File: src/rtl/tpm_pkg.sv
// Package for the two-slave bus poll master: beat and config structs,
// command codes and frame byte constants. No dependencies.
`default_nettype none

package tpm_pkg;

   typedef enum logic [1:0] {
      CMD_TICK    = 2'd0,
      CMD_POLL    = 2'd1,
      CMD_BUS_RX  = 2'd2,
      CMD_HOST_RX = 2'd3
   } cmd_type;

   typedef enum logic [1:0] {
      CSR_FIRST_WAIT  = 2'd0,
      CSR_SECOND_WAIT = 2'd1,
      CSR_IDLE_TICKS  = 2'd2,
      CSR_LEVEL_MAX   = 2'd3
   } csr_index_type;

   localparam logic [7:0] HEAD_BYTE   = 8'hAA;
   localparam logic [7:0] ID_FIRST    = 8'h01;
   localparam logic [7:0] ID_SECOND   = 8'h02;
   localparam logic [7:0] POLL_FIRST  = 8'hE1;
   localparam logic [7:0] POLL_SECOND = 8'hE2;
   localparam logic [7:0] DL_FIRST    = 8'hD1;
   localparam logic [7:0] DL_SECOND   = 8'hD2;

   localparam logic [7:0] FIRST_WAIT_RST  = 8'd3;
   localparam logic [7:0] SECOND_WAIT_RST = 8'd4;
   localparam logic [7:0] IDLE_TICKS_RST  = 8'd2;
   localparam logic [7:0] LEVEL_MAX_RST   = 8'd3;

   typedef struct packed {
      logic [7:0] first_wait_ticks;
      logic [7:0] second_wait_ticks;
      logic [7:0] idle_ticks_before_downlink;
      logic [7:0] level_max;
   } cfg_type;

   typedef struct packed {
      logic [1:0] cmd;
      logic [7:0] frame_head;
      logic [7:0] frame_code;
      logic [7:0] frame_value;
      logic       bus_tx_free;
      logic       host_tx_free;
   } req_type;

   typedef struct packed {
      logic       host_send;
      logic [7:0] host_code;
      logic [7:0] host_value;
      logic       bus_send;
      logic [7:0] bus_code;
      logic [7:0] bus_value;
      logic       activity_led;
   } rsp_type;

endpackage

`default_nettype wire

File: src/rtl/two_slave_bus_poll_master.sv
// Top level of the two-slave bus poll master: input register, step core,
// result register and config registers. Depends on tpm_pkg, tpm_csr, tpm_core.
//
//   channel | dir | handshake          | beat
//   req_    | in  | req_valid/stall    | cmd, frame head/code/value, tx free flags
//   rsp_    | out | rsp_valid/stall    | host and bus frames, activity led
//   csr_    | in  | csr_valid/ready    | register index, 8-bit data
//
// One beat per cycle sustained while rsp_stall is low; a beat passes the input
// register, then the step logic into the result register.
// Synchronous active-high reset clears the valid flags of both stages and all
// core state, and loads the config defaults. csr_ready is always high.
// A stalled result holds; the input register then fills and req_stall rises.
`default_nettype none

module two_slave_bus_poll_master
   import tpm_pkg::*;
(
   input  wire logic       clock,
   input  wire logic       reset,

   input  wire logic       req_valid,
   output logic            req_stall,
   input  wire logic [1:0] req_cmd,
   input  wire logic [7:0] req_frame_head,
   input  wire logic [7:0] req_frame_code,
   input  wire logic [7:0] req_frame_value,
   input  wire logic       req_bus_tx_free,
   input  wire logic       req_host_tx_free,

   output logic            rsp_valid,
   input  wire logic       rsp_stall,
   output logic            rsp_host_send,
   output logic [7:0]      rsp_host_code,
   output logic [7:0]      rsp_host_value,
   output logic            rsp_bus_send,
   output logic [7:0]      rsp_bus_code,
   output logic [7:0]      rsp_bus_value,
   output logic            rsp_activity_led,

   input  wire logic       csr_valid,
   output logic            csr_ready,
   input  wire logic [1:0] csr_index,
   input  wire logic [7:0] csr_data
);

   logic    in_valid_ff,  in_valid_in;
   req_type in_item_ff,   in_item_in;
   logic    out_valid_ff, out_valid_in;
   rsp_type out_item_ff,  out_item_in;

   logic    out_free;
   logic    advance;
   logic    accept;
   cfg_type cfg;
   rsp_type step_result;

   assign csr_ready = 1'b1;

   tpm_csr u_csr (
      .clock    (clock),
      .reset    (reset),
      .wr_en    (csr_valid & csr_ready),
      .wr_index (csr_index),
      .wr_data  (csr_data),
      .cfg      (cfg)
   );

   tpm_core u_core (
      .clock  (clock),
      .reset  (reset),
      .fire   (advance),
      .cfg    (cfg),
      .item   (in_item_ff),
      .result (step_result)
   );

   assign out_free  = !out_valid_ff || !rsp_stall;
   assign advance   = in_valid_ff && out_free;
   assign req_stall = in_valid_ff && !out_free;
   assign accept    = req_valid && !req_stall;

   always_comb begin
      in_valid_in  = accept || (in_valid_ff && !advance);
      in_item_in   = in_item_ff;
      if (accept) begin
         in_item_in.cmd          = req_cmd;
         in_item_in.frame_head   = req_frame_head;
         in_item_in.frame_code   = req_frame_code;
         in_item_in.frame_value  = req_frame_value;
         in_item_in.bus_tx_free  = req_bus_tx_free;
         in_item_in.host_tx_free = req_host_tx_free;
      end
      out_valid_in = advance || (out_valid_ff && rsp_stall);
      out_item_in  = advance ? step_result : out_item_ff;
   end

   always_ff @(posedge clock) begin
      if (reset) begin
         in_valid_ff  <= 1'b0;
         out_valid_ff <= 1'b0;
      end else begin
         in_valid_ff  <= in_valid_in;
         out_valid_ff <= out_valid_in;
      end
   end

   always_ff @(posedge clock) begin
      in_item_ff  <= in_item_in;
      out_item_ff <= out_item_in;
   end

   assign rsp_valid        = out_valid_ff;
   assign rsp_host_send    = out_item_ff.host_send;
   assign rsp_host_code    = out_item_ff.host_code;
   assign rsp_host_value   = out_item_ff.host_value;
   assign rsp_bus_send     = out_item_ff.bus_send;
   assign rsp_bus_code     = out_item_ff.bus_code;
   assign rsp_bus_value    = out_item_ff.bus_value;
   assign rsp_activity_led = out_item_ff.activity_led;

   a_bus_code_legal: assert property (@(posedge clock) disable iff (reset)
      rsp_valid && rsp_bus_send |->
         (rsp_bus_code == POLL_FIRST || rsp_bus_code == POLL_SECOND ||
          rsp_bus_code == DL_FIRST || rsp_bus_code == DL_SECOND))
      else $error("bus frame with illegal code");

   a_host_quiet: assert property (@(posedge clock) disable iff (reset)
      rsp_valid && !rsp_host_send |-> rsp_host_code == 8'd0 && rsp_host_value == 8'd0)
      else $error("host bytes set without a host frame");

   a_led_on_forward: assert property (@(posedge clock) disable iff (reset)
      rsp_valid && rsp_host_send |-> rsp_activity_led)
      else $error("host frame forwarded with led off");

   a_stall_only_full: assert property (@(posedge clock) disable iff (reset)
      req_stall |-> in_valid_ff && out_valid_ff && rsp_stall)
      else $error("req_stall without a full pipeline");

endmodule

`default_nettype wire

File: src/rtl/tpm_csr.sv
// Configuration registers of the poll master, written over the csr beat channel.
// Depends on tpm_pkg.
`default_nettype none

module tpm_csr
   import tpm_pkg::*;
(
   input  wire logic       clock,
   input  wire logic       reset,
   input  wire logic       wr_en,
   input  wire logic [1:0] wr_index,
   input  wire logic [7:0] wr_data,
   output cfg_type         cfg
);

   cfg_type cfg_ff;
   cfg_type cfg_in;

   always_comb begin
      cfg_in = cfg_ff;
      if (wr_en) begin
         case (csr_index_type'(wr_index))
            CSR_FIRST_WAIT:  cfg_in.first_wait_ticks = wr_data;
            CSR_SECOND_WAIT: cfg_in.second_wait_ticks = wr_data;
            CSR_IDLE_TICKS:  cfg_in.idle_ticks_before_downlink = wr_data;
            CSR_LEVEL_MAX:   cfg_in.level_max = wr_data;
            default:         cfg_in = cfg_ff;
         endcase
      end
   end

   always_ff @(posedge clock) begin
      if (reset) begin
         cfg_ff.first_wait_ticks           <= FIRST_WAIT_RST;
         cfg_ff.second_wait_ticks          <= SECOND_WAIT_RST;
         cfg_ff.idle_ticks_before_downlink <= IDLE_TICKS_RST;
         cfg_ff.level_max                  <= LEVEL_MAX_RST;
      end else begin
         cfg_ff <= cfg_in;
      end
   end

   assign cfg = cfg_ff;

endmodule

`default_nettype wire

File: src/rtl/tpm_core.sv
// Poll/downlink state and the single-pass step logic of the poll master.
// Depends on tpm_pkg.
`default_nettype none

module tpm_core
   import tpm_pkg::*;
(
   input  wire logic    clock,
   input  wire logic    reset,
   input  wire logic    fire,
   input  wire cfg_type cfg,
   input  wire req_type item,
   output rsp_type      result
);

   logic       awaiting_first_ff,  awaiting_first_in;
   logic       awaiting_second_ff, awaiting_second_in;
   logic [7:0] tick_count_ff,      tick_count_in;
   logic       pending_first_ff,   pending_first_in;
   logic       pending_second_ff,  pending_second_in;
   logic [7:0] level_first_ff,     level_first_in;
   logic [7:0] level_second_ff,    level_second_in;
   logic       led_lit_ff,         led_lit_in;

   logic [7:0] tick_next;
   logic [7:0] level_clamped;
   logic       head_ok;
   rsp_type    res;

   assign tick_next     = tick_count_ff + 8'd1;
   assign level_clamped = (item.frame_value > cfg.level_max) ? cfg.level_max : item.frame_value;
   assign head_ok       = (item.frame_head == HEAD_BYTE);

   always_comb begin
      awaiting_first_in  = awaiting_first_ff;
      awaiting_second_in = awaiting_second_ff;
      tick_count_in      = tick_count_ff;
      pending_first_in   = pending_first_ff;
      pending_second_in  = pending_second_ff;
      level_first_in     = level_first_ff;
      level_second_in    = level_second_ff;
      led_lit_in         = led_lit_ff;
      res                = '0;

      case (cmd_type'(item.cmd))
         CMD_TICK: begin
            tick_count_in = tick_next;
            if (awaiting_first_ff && tick_next >= cfg.first_wait_ticks) begin
               res.bus_send       = item.bus_tx_free;
               res.bus_code       = item.bus_tx_free ? POLL_SECOND : 8'd0;
               awaiting_first_in  = 1'b0;
               awaiting_second_in = 1'b1;
               tick_count_in      = 8'd0;
            end else if (awaiting_second_ff && tick_next >= cfg.second_wait_ticks) begin
               awaiting_second_in = 1'b0;
               tick_count_in      = 8'd0;
            end else if (!awaiting_first_ff && !awaiting_second_ff &&
                         tick_next >= cfg.idle_ticks_before_downlink &&
                         item.bus_tx_free) begin
               if (pending_first_ff) begin
                  res.bus_send     = 1'b1;
                  res.bus_code     = DL_FIRST;
                  res.bus_value    = level_first_ff;
                  pending_first_in = 1'b0;
               end else if (pending_second_ff) begin
                  res.bus_send      = 1'b1;
                  res.bus_code      = DL_SECOND;
                  res.bus_value     = level_second_ff;
                  pending_second_in = 1'b0;
               end
            end
         end
         CMD_POLL: begin
            res.bus_send       = item.bus_tx_free;
            res.bus_code       = item.bus_tx_free ? POLL_FIRST : 8'd0;
            awaiting_first_in  = 1'b1;
            awaiting_second_in = 1'b0;
            tick_count_in      = 8'd0;
         end
         CMD_BUS_RX: begin
            if (head_ok) begin
               if (item.frame_code == ID_FIRST && awaiting_first_ff) begin
                  res.bus_send       = item.bus_tx_free;
                  res.bus_code       = item.bus_tx_free ? POLL_SECOND : 8'd0;
                  awaiting_first_in  = 1'b0;
                  awaiting_second_in = 1'b1;
                  tick_count_in      = 8'd0;
                  if (item.host_tx_free) begin
                     res.host_send  = 1'b1;
                     res.host_code  = item.frame_code;
                     res.host_value = item.frame_value;
                     led_lit_in     = 1'b1;
                  end
               end else if (item.frame_code == ID_SECOND && awaiting_second_ff) begin
                  awaiting_second_in = 1'b0;
                  if (item.host_tx_free) begin
                     res.host_send  = 1'b1;
                     res.host_code  = item.frame_code;
                     res.host_value = item.frame_value;
                     led_lit_in     = 1'b1;
                  end
               end
            end
         end
         CMD_HOST_RX: begin
            if (head_ok) begin
               if (item.frame_code == DL_FIRST) begin
                  level_first_in   = level_clamped;
                  pending_first_in = 1'b1;
               end else if (item.frame_code == DL_SECOND) begin
                  level_second_in   = level_clamped;
                  pending_second_in = 1'b1;
               end
            end
         end
         default: res = '0;
      endcase

      res.activity_led = led_lit_in;
   end

   always_ff @(posedge clock) begin
      if (reset) begin
         awaiting_first_ff  <= 1'b0;
         awaiting_second_ff <= 1'b0;
         tick_count_ff      <= 8'd0;
         pending_first_ff   <= 1'b0;
         pending_second_ff  <= 1'b0;
         level_first_ff     <= 8'd0;
         level_second_ff    <= 8'd0;
         led_lit_ff         <= 1'b0;
      end else if (fire) begin
         awaiting_first_ff  <= awaiting_first_in;
         awaiting_second_ff <= awaiting_second_in;
         tick_count_ff      <= tick_count_in;
         pending_first_ff   <= pending_first_in;
         pending_second_ff  <= pending_second_in;
         level_first_ff     <= level_first_in;
         level_second_ff    <= level_second_in;
         led_lit_ff         <= led_lit_in;
      end
   end

   assign result = res;

endmodule

`default_nettype wire
File: config.mk
export PLATFORM = sky130hd
export DESIGN_NAME = two_slave_bus_poll_master
export DESIGN_NICKNAME = d
export VERILOG_FILES = /design/src/rtl/tpm_pkg.sv /design/src/rtl/two_slave_bus_poll_master.sv /design/src/rtl/tpm_csr.sv /design/src/rtl/tpm_core.sv
export SDC_FILE = /design/constraint.sdc
export NUM_CORES = 1
export LEC_CHECK = 0
export BUFFER_PORTS_ARGS = -buffer_cell sky130_fd_sc_hd__buf_2
export CORE_MARGIN = 2
export CORE_UTILIZATION = 53
export CTS_BUF_LIST = sky130_fd_sc_hd__clkbuf_8
export CTS_CLUSTER_SIZE = 30
export DETAILED_ROUTE_END_ITERATION = 10
export GPL_ROUTABILITY_DRIVEN = 0
export PLACE_DENSITY = 0.78
export SYNTH_ARGS = -nofsm -noshare
export SYNTH_HDL_FRONTEND = slang
export SYNTH_SLANG_ARGS = --single-unit
File: constraint.sdc
create_clock -name clock -period 3.31 [get_ports clock]
set_input_delay 0.1655 -clock clock [delete_from_list [all_inputs] [get_ports clock]]
set_output_delay 0.1655 -clock clock [all_outputs]
set_load 0.05 [all_outputs]
==> results.txt <==
Status: finished clean
Core Area: 0.01028 sq mm
Upper clock frequency limit: 312.1 MHz
Simple-gate share of the synthesized area: 15.43%
Worst reg2reg startpoint: u_core.tick_count_ff[4]
Yosys top cell area share: 31.85%
Clock latency on the worst-skew pair: 0.43 ns
Xor and xnor area share after synthesis: 0.9447%
Die Span Y: 106.5 um
EDFF count, synth: 59
Router iterations before antenna repair: 5
M1 GR Usage: 27.89%
Final Hold Viols: 0
Synthesized instance count: 534
Worst hold start: csr_data[4]
Cell area power density: 480.1 mW/mm^2
Slowest CP cell: or4_4
Main flop type after synthesis: dfxtp_1
Minimum clock period: 3.204 ns
Area of placed instances: 0.006143 sq mm
Vias in the first global route: 4368
Footprint of the multi-input gates: 0.002354 sq mm
Vias post-DR: 4416
Dpl hpwl: 8.715 mm
Wire length per cell: 15.93 um
Skew final: 0.009536 ns
Critical Path Max Stage Delay: 0.55 ns
Top-Level Pins: 81
Crit path max fanout: 5
Worst-Margin Slew: 0.8253 ns
Worst EP required: 3.67 ns
Top cells by area, synth: edfxtp_1 32%, dfxtp_1 23%, ha_1 8.3%
N_diodes: 0
Routed WL: 12.91 mm
Area Overhead vs Synth: 24.85%
Initial Utilization: 54.13%
Crit path from: u_core.tick_count_ff[4]
CTS tree: built
Clk buf depth: 2
Synthesized-area fraction occupied by ao, oa, aoi and oai cells: 12.44%
Die ar.: 0.01133 sq mm
Peak VDD IR: 0.0002732 V
Synth cell count leaders: 63 x dfxtp_1, 59 x edfxtp_1, 51 x nand2_1
Final ANT Viol Nets: 0
Fraction of registers with async set or reset after synthesis: 0%
Initial antenna violation count: 0
Nets: 741
Remaining Overflow, GRT: 0
Most frequent cell after synthesis: dfxtp_1
Post-synth top area cell: edfxtp_1
GR peak layer: met2
Largest net degree at the start of global routing: 43
Final WS setup: 0.1057 ns
Multiplexer share of the synthesized area: 2.879%
CTS Buf Count: 17
Leakage power: 2.835 nW
Clock transition at path regs: 0.08 ns
Cell area after synthesis: 0.005563 sq mm
Hold Crit Class: input pin to flop
DR iter-0 viols: 272
Global-route wire length before repair: 20.53 mm
YS warnings: 0
FF+latch count, synth: 122
Post-Place Setup Slack: -0.02195 ns
Crit path DAT: 3.56 ns
Register area: 0.003034 sq mm
Met2 Use GR: 40.61%
Sequential fraction of the synthesis area: 54.52%
Post-Synth Adder-Cell Area: 8.322%
Clk root buf: clkbuf_8
WS Path Type: flop to flop
GR Util All Layers: 23.39%
CP Launch Type: flop
Avg Cell Area, Syn: 10.42 sq um
Routing usage on met3: 5.641%
Synth cell types: 59
Post-route design area: 0.006945 sq mm
Filler cells: 806
CP Cell Sequence: inv_1 > or3_4 > nor2_4 > xor2_4 > ha_1 > and3_1 > a221oi_1 > o22ai_1 > or4_4 > or3_1 > o21ai_1
Final Cycle Share: 96.81%
Num rows: 37
Final Setup Violations: 0
DRC violations left: 0
Rel. slew slack: 44.98%
Clock Sinks: 122
Final Slew Violations: 0
IO Port Bufs: 77
Max-Cap Viols: 0
Die Wd: 106.5 um
Critical path endpoint category: flop
Combinational family with the most area after synthesis: simple AND/OR/NAND/NOR gates
Post-route setup TNS: 0 ns
Layout cell share with drive strength beyond 1: 22.26%
DR vias/cell: 5.452
Htree depth: 4
[what timing repair did]
action	in CTS	in global routing
resized for setup	3	11
setup endpoints to repair	7	12
pin swaps	0	2
hold buffers	30	0
setup buffers	0	1
hold endpoints to repair	30	0
[final timing paths]
check	to	slack (ns)	cells after the start
setup / recovery	u_core.tick_count_ff[4]	0.11	11
hold / removal	u_csr.cfg[12]	0.02	3
setup reg to reg	u_core.tick_count_ff[4]	0.11	11
hold reg to reg	u_csr.cfg[11]	0.46	2
[cells by family (layout without fill, tap and decap cells)]
group,Yosys count,count (layout)
fa+ha+maj,37,37
flops,122,122
simple gates,174,174
compound gates,111,111
buf+inv,66,199
other cells,2,9
mux,16,16
xor+xnor,6,6
[worst max-delay path: cells and delay by family, from the launching register on]
kind	cells	cell delay, ns
AO/OA/AOI/OAI	3	0.52
XOR/XNOR	1	0.20
adder cells (fa/ha/maj)	1	0.27
buffers and inverters	1	0.10
flip-flops	1	0.40
AND/OR/NAND/NOR	5	1.63
[flip-flops by register name (all words and copies together) (netlist names), 5 cells and up]
signal	count
in_item_ff	28
rsp_bus_code	5
rsp_bus_value	8
rsp_host_code	8
rsp_host_value	8
u_core.level_first_ff	8
u_core.level_second_ff	8
u_core.tick_count_ff	8
u_csr.cfg	32
[report_power, final]
part	total, mW	internal (mW)	leakage [nW]	switching [mW]
clock network	1.35	0.743	0.188	0.606
registers	1.66	1.64	1.08	0.0263
logic	0.324	0.114	1.57	0.209
total	3.33	2.49	2.83	0.842
[layout make-up]
class	count	share of cell area (%)
Clock inverter	15	2.522
Tap cell	136	2.450
Timing Repair Buffer	125	11.82
Multi-Input combinational cell	353	33.89
Clock buffer	17	3.369
Sequential cell	122	43.69
Inverter	42	2.270
[cell usage in the layout, fill, tap and decap left out, types with 9 or more instances in the layout]
cell / instances
and3_1: 12
a211oi_1: 10
o21ai_0: 18
edfxtp_1: 59
mux2i_1: 16
conb_1: 9
inv_1: 42
nand2_1: 51
dlygate4sd3_1: 30
and2_1: 11
ha_1: 37
clkbuf_8: 17
buf_4: 18
a21oi_1: 50
nor2_1: 46
dfxtp_1: 62
buf_2: 77
[layer usage]
metal  wire (um)  vias up
li1            -     2134
met1        5261     2113
met2        6668      134
met3         617       35
met4         360        0
met5           0        -
[through the flow]
step                      hold slack [ns]  power [mW]  cells  util, %
after floorplan                    0.2644       1.896    541        -
after global placement             0.3425       1.970    747    59.78
after detailed placement           0.3442       1.985    747    59.78
after CTS                        0.005827       3.346    809    66.86
after global routing              0.01993       3.456    810    67.58
final                             0.01894       3.335    810    67.58
Power figures use the tool's default switching activity.
